--- src/rtl/csmacd_pkg.sv ---
package csmacd_pkg;

   localparam int unsigned TICK_WIDTH      = 10;
   localparam int unsigned CSR_INDEX_WIDTH = 2;

   // Reset values of the timeout registers
   localparam logic [TICK_WIDTH-1:0] RESET_HIGH_TICKS = 10'd52;
   localparam logic [TICK_WIDTH-1:0] RESET_LOW_TICKS  = 10'd830;

   // Register indexes
   localparam logic [CSR_INDEX_WIDTH-1:0] REG_HIGH_TIMEOUT = 2'd0;
   localparam logic [CSR_INDEX_WIDTH-1:0] REG_LOW_TIMEOUT  = 2'd1;

   typedef enum logic [1:0] {
      CH_IDLE      = 2'd0,
      CH_BUSY      = 2'd1,
      CH_COLLISION = 2'd2
   } chan_state_type;

   typedef struct packed {
      logic                  line_level;
      logic [TICK_WIDTH-1:0] backoff_draw;
   } req_payload_type;

   typedef struct packed {
      logic [1:0] channel_state;
      logic       tx_permit;
      logic       collision_hold;
      logic       restart_pulse;
   } rsp_payload_type;

endpackage

--- src/rtl/csma_cd_channel_monitor_top.sv ---
// CSMA/CD channel monitor. Each request transaction is one tick of the bus
// timebase (sampled line level plus a random backoff draw) and yields exactly
// one response transaction with the channel state, transmit permission,
// collision hold and restart pulse for that tick. A tick is taken every clock
// cycle unless the response is stalled: all edge detection, timeout and backoff
// counting is one pass of logic from the state registers into the response
// register, and req_ready stays high while the response register is empty or
// is being drained, so the sustained rate is one tick per cycle. The timeout
// registers (index 0 high timeout, index 1 low timeout) are written through
// the csr port, which is always ready; a zero timeout acts as one tick and writes
// to other indexes are dropped. Write them only while the block is idle.
module csma_cd_channel_monitor_top (
   input  logic                                     clock,
   input  logic                                     reset,
   input  logic                                     req_valid,
   output logic                                     req_ready,
   input  csmacd_pkg::req_payload_type              req_data,
   output logic                                     rsp_valid,
   input  logic                                     rsp_ready,
   output csmacd_pkg::rsp_payload_type              rsp_data,
   input  logic                                     csr_valid,
   output logic                                     csr_ready,
   input  logic [csmacd_pkg::CSR_INDEX_WIDTH-1:0]   csr_index,
   input  logic [csmacd_pkg::TICK_WIDTH-1:0]        csr_wdata
);
   import csmacd_pkg::*;

   // Configuration registers
   logic [TICK_WIDTH-1:0] high_ticks_ff, high_ticks_in;
   logic [TICK_WIDTH-1:0] low_ticks_ff, low_ticks_in;

   // Channel state
   logic                  level_high_ff, level_high_in;
   chan_state_type        chan_state_ff, chan_state_in;
   logic [TICK_WIDTH-1:0] timeout_count_ff, timeout_count_in;
   logic                  timeout_armed_ff, timeout_armed_in;
   logic [TICK_WIDTH-1:0] backoff_count_ff, backoff_count_in;
   logic                  backoff_active_ff, backoff_active_in;
   logic                  permit_ff, permit_in;

   // Response register
   logic                  rsp_valid_ff, rsp_valid_in;
   rsp_payload_type       rsp_data_ff, rsp_data_in;

   logic                  req_fire;
   logic                  restart;
   logic [TICK_WIDTH-1:0] load_raw;
   logic [TICK_WIDTH-1:0] timeout_dec;

   assign csr_ready = 1'b1;
   assign req_ready = !rsp_valid_ff || rsp_ready;
   assign req_fire  = req_valid && req_ready;
   assign rsp_valid = rsp_valid_ff;
   assign rsp_data  = rsp_data_ff;

   // Register writes
   always_comb begin
      high_ticks_in = high_ticks_ff;
      low_ticks_in  = low_ticks_ff;
      if (csr_valid) begin
         case (csr_index)
            REG_HIGH_TIMEOUT: high_ticks_in = csr_wdata;
            REG_LOW_TIMEOUT:  low_ticks_in  = csr_wdata;
            default: ;
         endcase
      end
   end

   // One tick of carrier sense, timeout and backoff
   always_comb begin
      level_high_in     = level_high_ff;
      chan_state_in     = chan_state_ff;
      timeout_count_in  = timeout_count_ff;
      timeout_armed_in  = timeout_armed_ff;
      backoff_count_in  = backoff_count_ff;
      backoff_active_in = backoff_active_ff;
      permit_in         = permit_ff;
      restart           = 1'b0;

      load_raw    = req_data.line_level ? high_ticks_ff : low_ticks_ff;
      timeout_dec = (timeout_count_ff != '0) ? timeout_count_ff - 1'b1 : timeout_count_ff;

      // backoff runs down first; a collision below reloads it
      if (backoff_active_ff) begin
         if (backoff_count_ff != '0) begin
            backoff_count_in = backoff_count_ff - 1'b1;
         end
         if (backoff_count_ff <= TICK_WIDTH'(1)) begin
            backoff_active_in = 1'b0;
         end
      end

      if (req_data.line_level != level_high_ff) begin
         // edge: rearm with the timeout for the new level, zero acts as one
         level_high_in    = req_data.line_level;
         timeout_count_in = (load_raw == '0) ? TICK_WIDTH'(1) : load_raw;
         timeout_armed_in = 1'b1;
         chan_state_in    = CH_BUSY;
      end else if (timeout_armed_ff) begin
         timeout_count_in = timeout_dec;
         if (timeout_dec == '0) begin
            timeout_armed_in = 1'b0;
            if (!level_high_ff) begin
               chan_state_in = CH_IDLE;
               permit_in     = 1'b1;
            end else begin
               chan_state_in     = CH_COLLISION;
               permit_in         = 1'b0;
               restart           = 1'b1;
               backoff_count_in  = req_data.backoff_draw;
               backoff_active_in = (req_data.backoff_draw != '0);
            end
         end
      end

      rsp_data_in.channel_state  = chan_state_in;
      rsp_data_in.tx_permit      = permit_in;
      rsp_data_in.collision_hold = backoff_active_in;
      rsp_data_in.restart_pulse  = restart;

      rsp_valid_in = req_fire || (rsp_valid_ff && !rsp_ready);
   end

   // State and configuration registers
   always_ff @(posedge clock) begin
      if (reset) begin
         high_ticks_ff     <= RESET_HIGH_TICKS;
         low_ticks_ff      <= RESET_LOW_TICKS;
         level_high_ff     <= 1'b0;
         chan_state_ff     <= CH_IDLE;
         timeout_count_ff  <= '0;
         timeout_armed_ff  <= 1'b0;
         backoff_count_ff  <= '0;
         backoff_active_ff <= 1'b0;
         permit_ff         <= 1'b0;
         rsp_valid_ff      <= 1'b0;
      end else begin
         high_ticks_ff <= high_ticks_in;
         low_ticks_ff  <= low_ticks_in;
         rsp_valid_ff  <= rsp_valid_in;
         if (req_fire) begin
            level_high_ff     <= level_high_in;
            chan_state_ff     <= chan_state_in;
            timeout_count_ff  <= timeout_count_in;
            timeout_armed_ff  <= timeout_armed_in;
            backoff_count_ff  <= backoff_count_in;
            backoff_active_ff <= backoff_active_in;
            permit_ff         <= permit_in;
         end
      end
   end

   // Response payload, no reset needed
   always_ff @(posedge clock) begin
      if (req_fire) begin
         rsp_data_ff <= rsp_data_in;
      end
   end

endmodule

--- config.mk ---
export PLATFORM = sky130hd
export DESIGN_NAME = csma_cd_channel_monitor_top
export DESIGN_NICKNAME = d
export VERILOG_FILES = /design/src/rtl/csmacd_pkg.sv /design/src/rtl/csma_cd_channel_monitor_top.sv
export SDC_FILE = /design/constraint.sdc
export NUM_CORES = 1
export LEC_CHECK = 0
export BUFFER_PORTS_ARGS = -buffer_cell sky130_fd_sc_hd__buf_2
export CAP_MARGIN = 15
export CORE_MARGIN = 10
export CORE_UTILIZATION = 58
export DETAILED_ROUTE_END_ITERATION = 12
export MAX_ROUTING_LAYER = met4
export PLACE_DENSITY = 0.89
export SYNTH_ARGS = -nofsm -noshare
export SYNTH_HDL_FRONTEND = slang
export SYNTH_SLANG_ARGS = --single-unit
--- constraint.sdc ---
create_clock -name clock -period 3.3 [get_ports clock]
set_input_delay 0.165 -clock clock [delete_from_list [all_inputs] [get_ports clock]]
set_output_delay 0.165 -clock clock [all_outputs]
set_load 0.1 [all_outputs]
==> results of run 1 <==
path summary, 6_finish.rpt:
kind / from / endpoint / slack (ns) / depth (start not counted)
setup / recovery: timeout_count_ff[0]$_SDFFE_PP0P_ / backoff_count_ff[2]$_SDFFE_PP0P_ / 0.31 / 10
hold / removal: csr_wdata[5] / low_ticks_ff[5]$_SDFFE_PP1P_ / 0.07 / 3
setup reg to reg: timeout_count_ff[0]$_SDFFE_PP0P_ / backoff_count_ff[2]$_SDFFE_PP0P_ / 0.31 / 10
hold reg to reg: low_ticks_ff[9]$_SDFFE_PP1P_ / low_ticks_ff[9]$_SDFFE_PP1P_ / 0.48 / 2
registers in the layout (all words and copies together), names as in the netlist:
register           count
backoff_active_ff      1
backoff_count_ff      10
chan_state_ff          2
high_ticks_ff         10
level_high_ff          1
low_ticks_ff          10
permit_ff              1
rsp_data               5
rsp_valid              1
timeout_armed_ff       1
timeout_count_ff      10
tightest hold or removal path, stage by stage:
cell,delay [ns]
buf_2,0.09
nand2_1,0.04
nand3_1,0.07
per-layer routing:
metal  global-route usage (%)  share of wire [%]  up-vias
met5                        -                  0        -
met1                     20.4                 40     1450
met3                     4.36                6.7       31
met4                     10.7                2.7        0
li1                         -                  -     1491
met2                     34.4                 50      150
report_power, final:
part	switching (mW)	leakage (nW)	internal, mW
clock network	0.224	0.0540	0.199
registers	0.0560	0.434	0.683
logic	0.346	0.840	0.193
total	0.626	1.33	1.08
per-stage QoR:
stage	hold slack [ns]	setup WS, ns	util (%)	cell area (um^2)
after floorplan	0.289	0.233	-	3030
after global placement	0.390	0.303	63.7	3230
after detailed placement	0.395	0.196	63.7	3230
after CTS	0.0680	0.0446	65.8	3340
after global routing	0.0735	0.0611	66.0	3350
final	0.0744	0.306	66.0	3350
cells by family (layout without fill, tap and decap cells):
family / count (synthesis) / in the layout / share of synthesized area [%]
AOI/OAI and AO/OA: 98 / 98 / 21.9
xor gates and xnor gates: 3 / 3 / 0.867
adders and majority gates: 4 / 4 / 1.65
buffers and inverters: 41 / 68 / 6.15
DFF: 52 / 52 / 36.0
muxes: 14 / 14 / 4.66
other: 1 / 1 / 0.124
and+or+nand+nor: 177 / 177 / 28.7
cell type report:
type,instances,area [um^2]
Multi-Input combinational cell,297,1760
Fill cell,451,1730
Sequential cell,52,1090
Timing Repair Buffer,43,235
Clock buffer,7,97.6
Tap cell,70,87.6
Inverter,17,68.8
Clock inverter,1,8.76
cell usage in the layout, fill, tap and decap left out, types with 4 or more instances in the layout:
| cell | n |
|---|---|
| a211oi_1 | 6 |
| a21oi_1 | 32 |
| a31oi_1 | 5 |
| buf_2 | 34 |
| buf_4 | 8 |
| clkbuf_8 | 5 |
| dfxtp_1 | 47 |
| edfxtp_1 | 5 |
| ha_1 | 4 |
| inv_1 | 15 |
| mux2i_1 | 13 |
| nand2_1 | 65 |
| nand3_1 | 20 |
| nand4_1 | 5 |
| nor2_1 | 26 |
| nor3_1 | 22 |
| nor4_1 | 10 |
| o21ai_0 | 15 |
| o32ai_1 | 6 |
| or3_1 | 4 |
| or4_1 | 4 |
==> flow_metrics.tcl, run 1 <==
set metrics [dict create \
    synthCells 390 \
    dieWidth_um 92.3 \
    start_util_pct 59.7 \
    peakVddDrop_v 0.000288 \
    synth_most_common_cell "nand2_1" \
    worstSetupStartpointType "flip-flop" \
    cts.hold.buffers_added 0 \
    synthFlopType "dfxtp_1" \
    die_area_mm2 0.00852 \
    synth_top_area_share_pct 31.0 \
    drtIter0Drc 393 \
    antenna_cells 0 \
    power_per_cell_area_mw_per_mm2 508 \
    htreeDepth 2 \
    synth_area_mm2 0.00303 \
    cp_slowest_stage_delay_ns 0.54 \
    vias 3122 \
    status "complete, no violations" \
    syn_to_final_growth_pct 10.4 \
    place_inst 478 \
    rsz0062_at_grt "no" \
    endpoint_kind "flip-flop" \
    synth-seq-cells 52 \
    layout_min_cycle_time_ns 2.99 \
    wire_per_inst_um 16.7 \
    crit_path_max_fanout 16 \
    crit_slowest_cell "or4b_1" \
    tritoncts "built" \
    ant_nets 0 \
    synthTopCellsByCount "nand2_1 (65), dfxtp_1 (47), a21oi_1 (32)" \
    fin_nets 448 \
    skew_ns 0.00754 \
    syn_area_per_cell_um2 7.77 \
    finalCritPeriodShare_pct 90.7 \
    cts_root_buf "clkbuf_8" \
    grt_pass1_vias 3144 \
    criticalPathCategory "flip-flop to flip-flop" \
    drive_above_1_share_pct 15.1 \
    clock-sinks 52 \
    antenna_found_initial 0 \
    post_cts_buffers 0 \
    ys_warn_count 0 \
    synth.net_count 422 \
    yosysSeqAreaShare_pct 36.0 \
    max_freq_mhz 334 \
    slew_viol_final 0 \
    clockBufferDepth 2 \
    hold_viol_final 0 \
    power_mw 1.70 \
    yosys.area.top_type "dfxtp_1" \
    io_pins 36 \
    gp_congestion 1.03 \
    rows 26 \
    grtUsageTotal_pct 19.8 \
    hp-class "primary input to flip-flop" \
    slew_headroom_pct 48.8 \
    drtPass1Iterations 5 \
    synthArstFlopShare_pct 0 \
    cts.clk_slew.worst_paths_ns 0.10 \
    cts_buffers 5 \
    synth.area.top_cells "dfxtp_1 (31%), nand2_1 (8.0%), a21oi_1 (5.3%)" \
    tns_ns 0 \
    fp.dieH_um 92.3 \
    drc 0 \
    arrival_ns 3.14 \
    maxCapViolations 0 \
    overflow 0 \
    grt_max_degree 36 \
    viasPerCell 6.41 \
    synth_edf_count 5 \
    drt-total-wl_um 8160 \
    post_cts_resized 0 \
    numPortBuffers 34 \
    finalSetupViolCount 0 \
    cp_cell_sequence "inv_1, ha_1, or4b_1, o31ai_1, a221oi_2, o211ai_2, or3_4, clkinv_4, a41oi_1, o311ai_0" \
    coreArea_mm2 0.00507 \
    p_leak_nw 1.33 \
    worst_pin_slew_ns 0.765 \
    yosysUniqueCellTypes 68 \
    instances_no_fill 487 \
    worstPathRequired_ns 3.45 \
    dp_hpwl_um 5810 \
    clk_latency_ns 0.31 \
    grt_pass1_wl_um 13900 \
    crit_family "compound AO/OA/AOI/OAI gates" \
    cp_num_buf_inv 2 \
]
Power figures use the tool's default switching activity.
==> run 2: changes to the inputs <==
Settings changed: CORE_UTILIZATION 58 to 40, PLACE_DENSITY 0.89 to 0.68.
==> flow_metrics.tcl, run 2 (synthesis gave the netlist of run 1 again) <==
set metrics [dict create \
    finalSetupViolCount 0 \
    rows 31 \
    gp_congestion 1.01 \
    endpoint_kind "flip-flop" \
    post_cts_resized 0 \
    status "complete, no violations" \
    antenna_found_initial 0 \
    worstSetupStartpointType "flip-flop" \
    antenna_cells 0 \
    drc 0 \
    coreArea_mm2 0.00733 \
    io_pins 36 \
    drive_above_1_share_pct 15.3 \
    cts_root_buf "clkbuf_8" \
    fp.dieH_um 107 \
    peakVddDrop_v 0.000237 \
    clockBufferDepth 2 \
    die_area_mm2 0.0115 \
    worst_pin_slew_ns 0.685 \
    final_cell_mix "nand2_1 (65), dfxtp_1 (47), buf_2 (34)" \
    syn_to_final_growth_pct 11.1 \
    clock-sinks 52 \
    max_freq_mhz 343 \
    slew_headroom_pct 54.0 \
    power_mw 1.64 \
    cts.hold.buffers_added 0 \
    n_fill_cell 749 \
    maxCapViolations 0 \
    grtUsageTotal_pct 14.7 \
    viasPerCell 5.79 \
    start_util_pct 41.4 \
    dieWidth_um 107 \
    worstRegToRegCells 11 \
    dp_hpwl_um 5970 \
    numPortBuffers 34 \
    grt_pass1_vias 2809 \
    ant_nets 0 \
    cts.clk_slew.worst_paths_ns 0.11 \
    rsz0062_at_grt "no" \
    finalCritPeriodShare_pct 88.4 \
    crit_path_max_fanout 16 \
    overflow 0 \
    worstPathRequired_ns 3.47 \
    post_cts_buffers 0 \
    hold_viol_final 0 \
    wire_per_inst_um 15.7 \
    cts_buffers 5 \
    htreeDepth 2 \
    clk_latency_ns 0.31 \
    grt_max_degree 36 \
    slew_viol_final 0 \
    power_per_cell_area_mw_per_mm2 486 \
    layout_min_cycle_time_ns 2.92 \
    fin_nets 449 \
    p_leak_nw 1.32 \
    drtIter0Drc 376 \
    vias 2995 \
    drtPass1Iterations 5 \
    arrival_ns 3.09 \
    hp-class "primary input to flip-flop" \
    criticalPathCategory "flip-flop to flip-flop" \
    layout_commonest_cell "nand2_1" \
    drt-total-wl_um 8110 \
    tns_ns 0 \
    hold_depth 3 \
    grt_pass1_wl_um 13900 \
    skew_ns 0.0181 \
    tritoncts "built" \
]
## run 2: cell types whose count changed in the layout (fill, tap and decap cells not counted)
cell       previous run  this run
buf_4                 8         9
clkbuf_1              1         0
clkbuf_16             1         0
clkinv_2              0         1
inv_4                 0         1
or3_1                 4         5
or3_4                 2         1
## run 2: power by group
part	internal [mW]	total (mW)	switching, mW
Clock	0.152	0.379	0.227
Sequential	0.683	0.739	0.0561
Combinational	0.191	0.521	0.330
Total	1.03	1.64	0.613
## run 2: metal layers
metal,vias up,GRT usage [%],share of wire (%)
li1,1485,-,-
met1,1372,19.3,46
met2,120,22.5,46
met3,18,3.35,7.5
met4,0,3.00,1.2
met5,-,-,0
## run 2: cell type report
cell class                 instances  area [um^2]  share of cell area [%]
clock inverter                     3         20.0                   0.594
tap                               99          124                    3.68
inverter                          17         68.8                    2.04
clock buffer                       5         68.8                    2.04
multi-input combinational        297         1750                    52.1
sequential                        52         1090                    32.4
timing repair buffer              44          243                    7.20
## run 2: per-stage QoR
stage	cells	hold slack, ns	utilization, %	worst slack (ns)	instance area (um^2)
after floorplan	390	0.289	-	0.233	3030
after global placement	508	0.387	44.7	0.545	3280
after detailed placement	508	0.391	44.7	0.451	3280
after CTS	516	0.0615	45.9	0.416	3360
after global routing	517	0.0657	46.0	0.168	3370
final	517	0.0708	46.0	0.383	3370
## run 2: path summary, 6_finish.rpt
| kind | from | endpoint | slack [ns] |
|---|---|---|---|
| worst max-delay path | timeout_count_ff[0]$_SDFFE_PP0P_ | backoff_count_ff[2]$_SDFFE_PP0P_ | 0.38 |
| worst min-delay path | csr_wdata[4] | low_ticks_ff[4]$_SDFFE_PP1P_ | 0.07 |
| worst max register to register | timeout_count_ff[0]$_SDFFE_PP0P_ | backoff_count_ff[2]$_SDFFE_PP0P_ | 0.38 |
| worst min register to register | high_ticks_ff[8]$_SDFFE_PP0P_ | high_ticks_ff[8]$_SDFFE_PP0P_ | 0.47 |
## run 2: worst max-delay path, cell delays in order (launching register included)
cell	delay [ns]
dfxtp_1	0.36
inv_1	0.16
ha_1	0.23
or4b_1	0.56
o31ai_1	0.37
a221oi_2	0.11
o211ai_2	0.16
or3_1	0.15
buf_4	0.23
clkinv_4	0.11
a41oi_1	0.20
o311ai_0	0.15
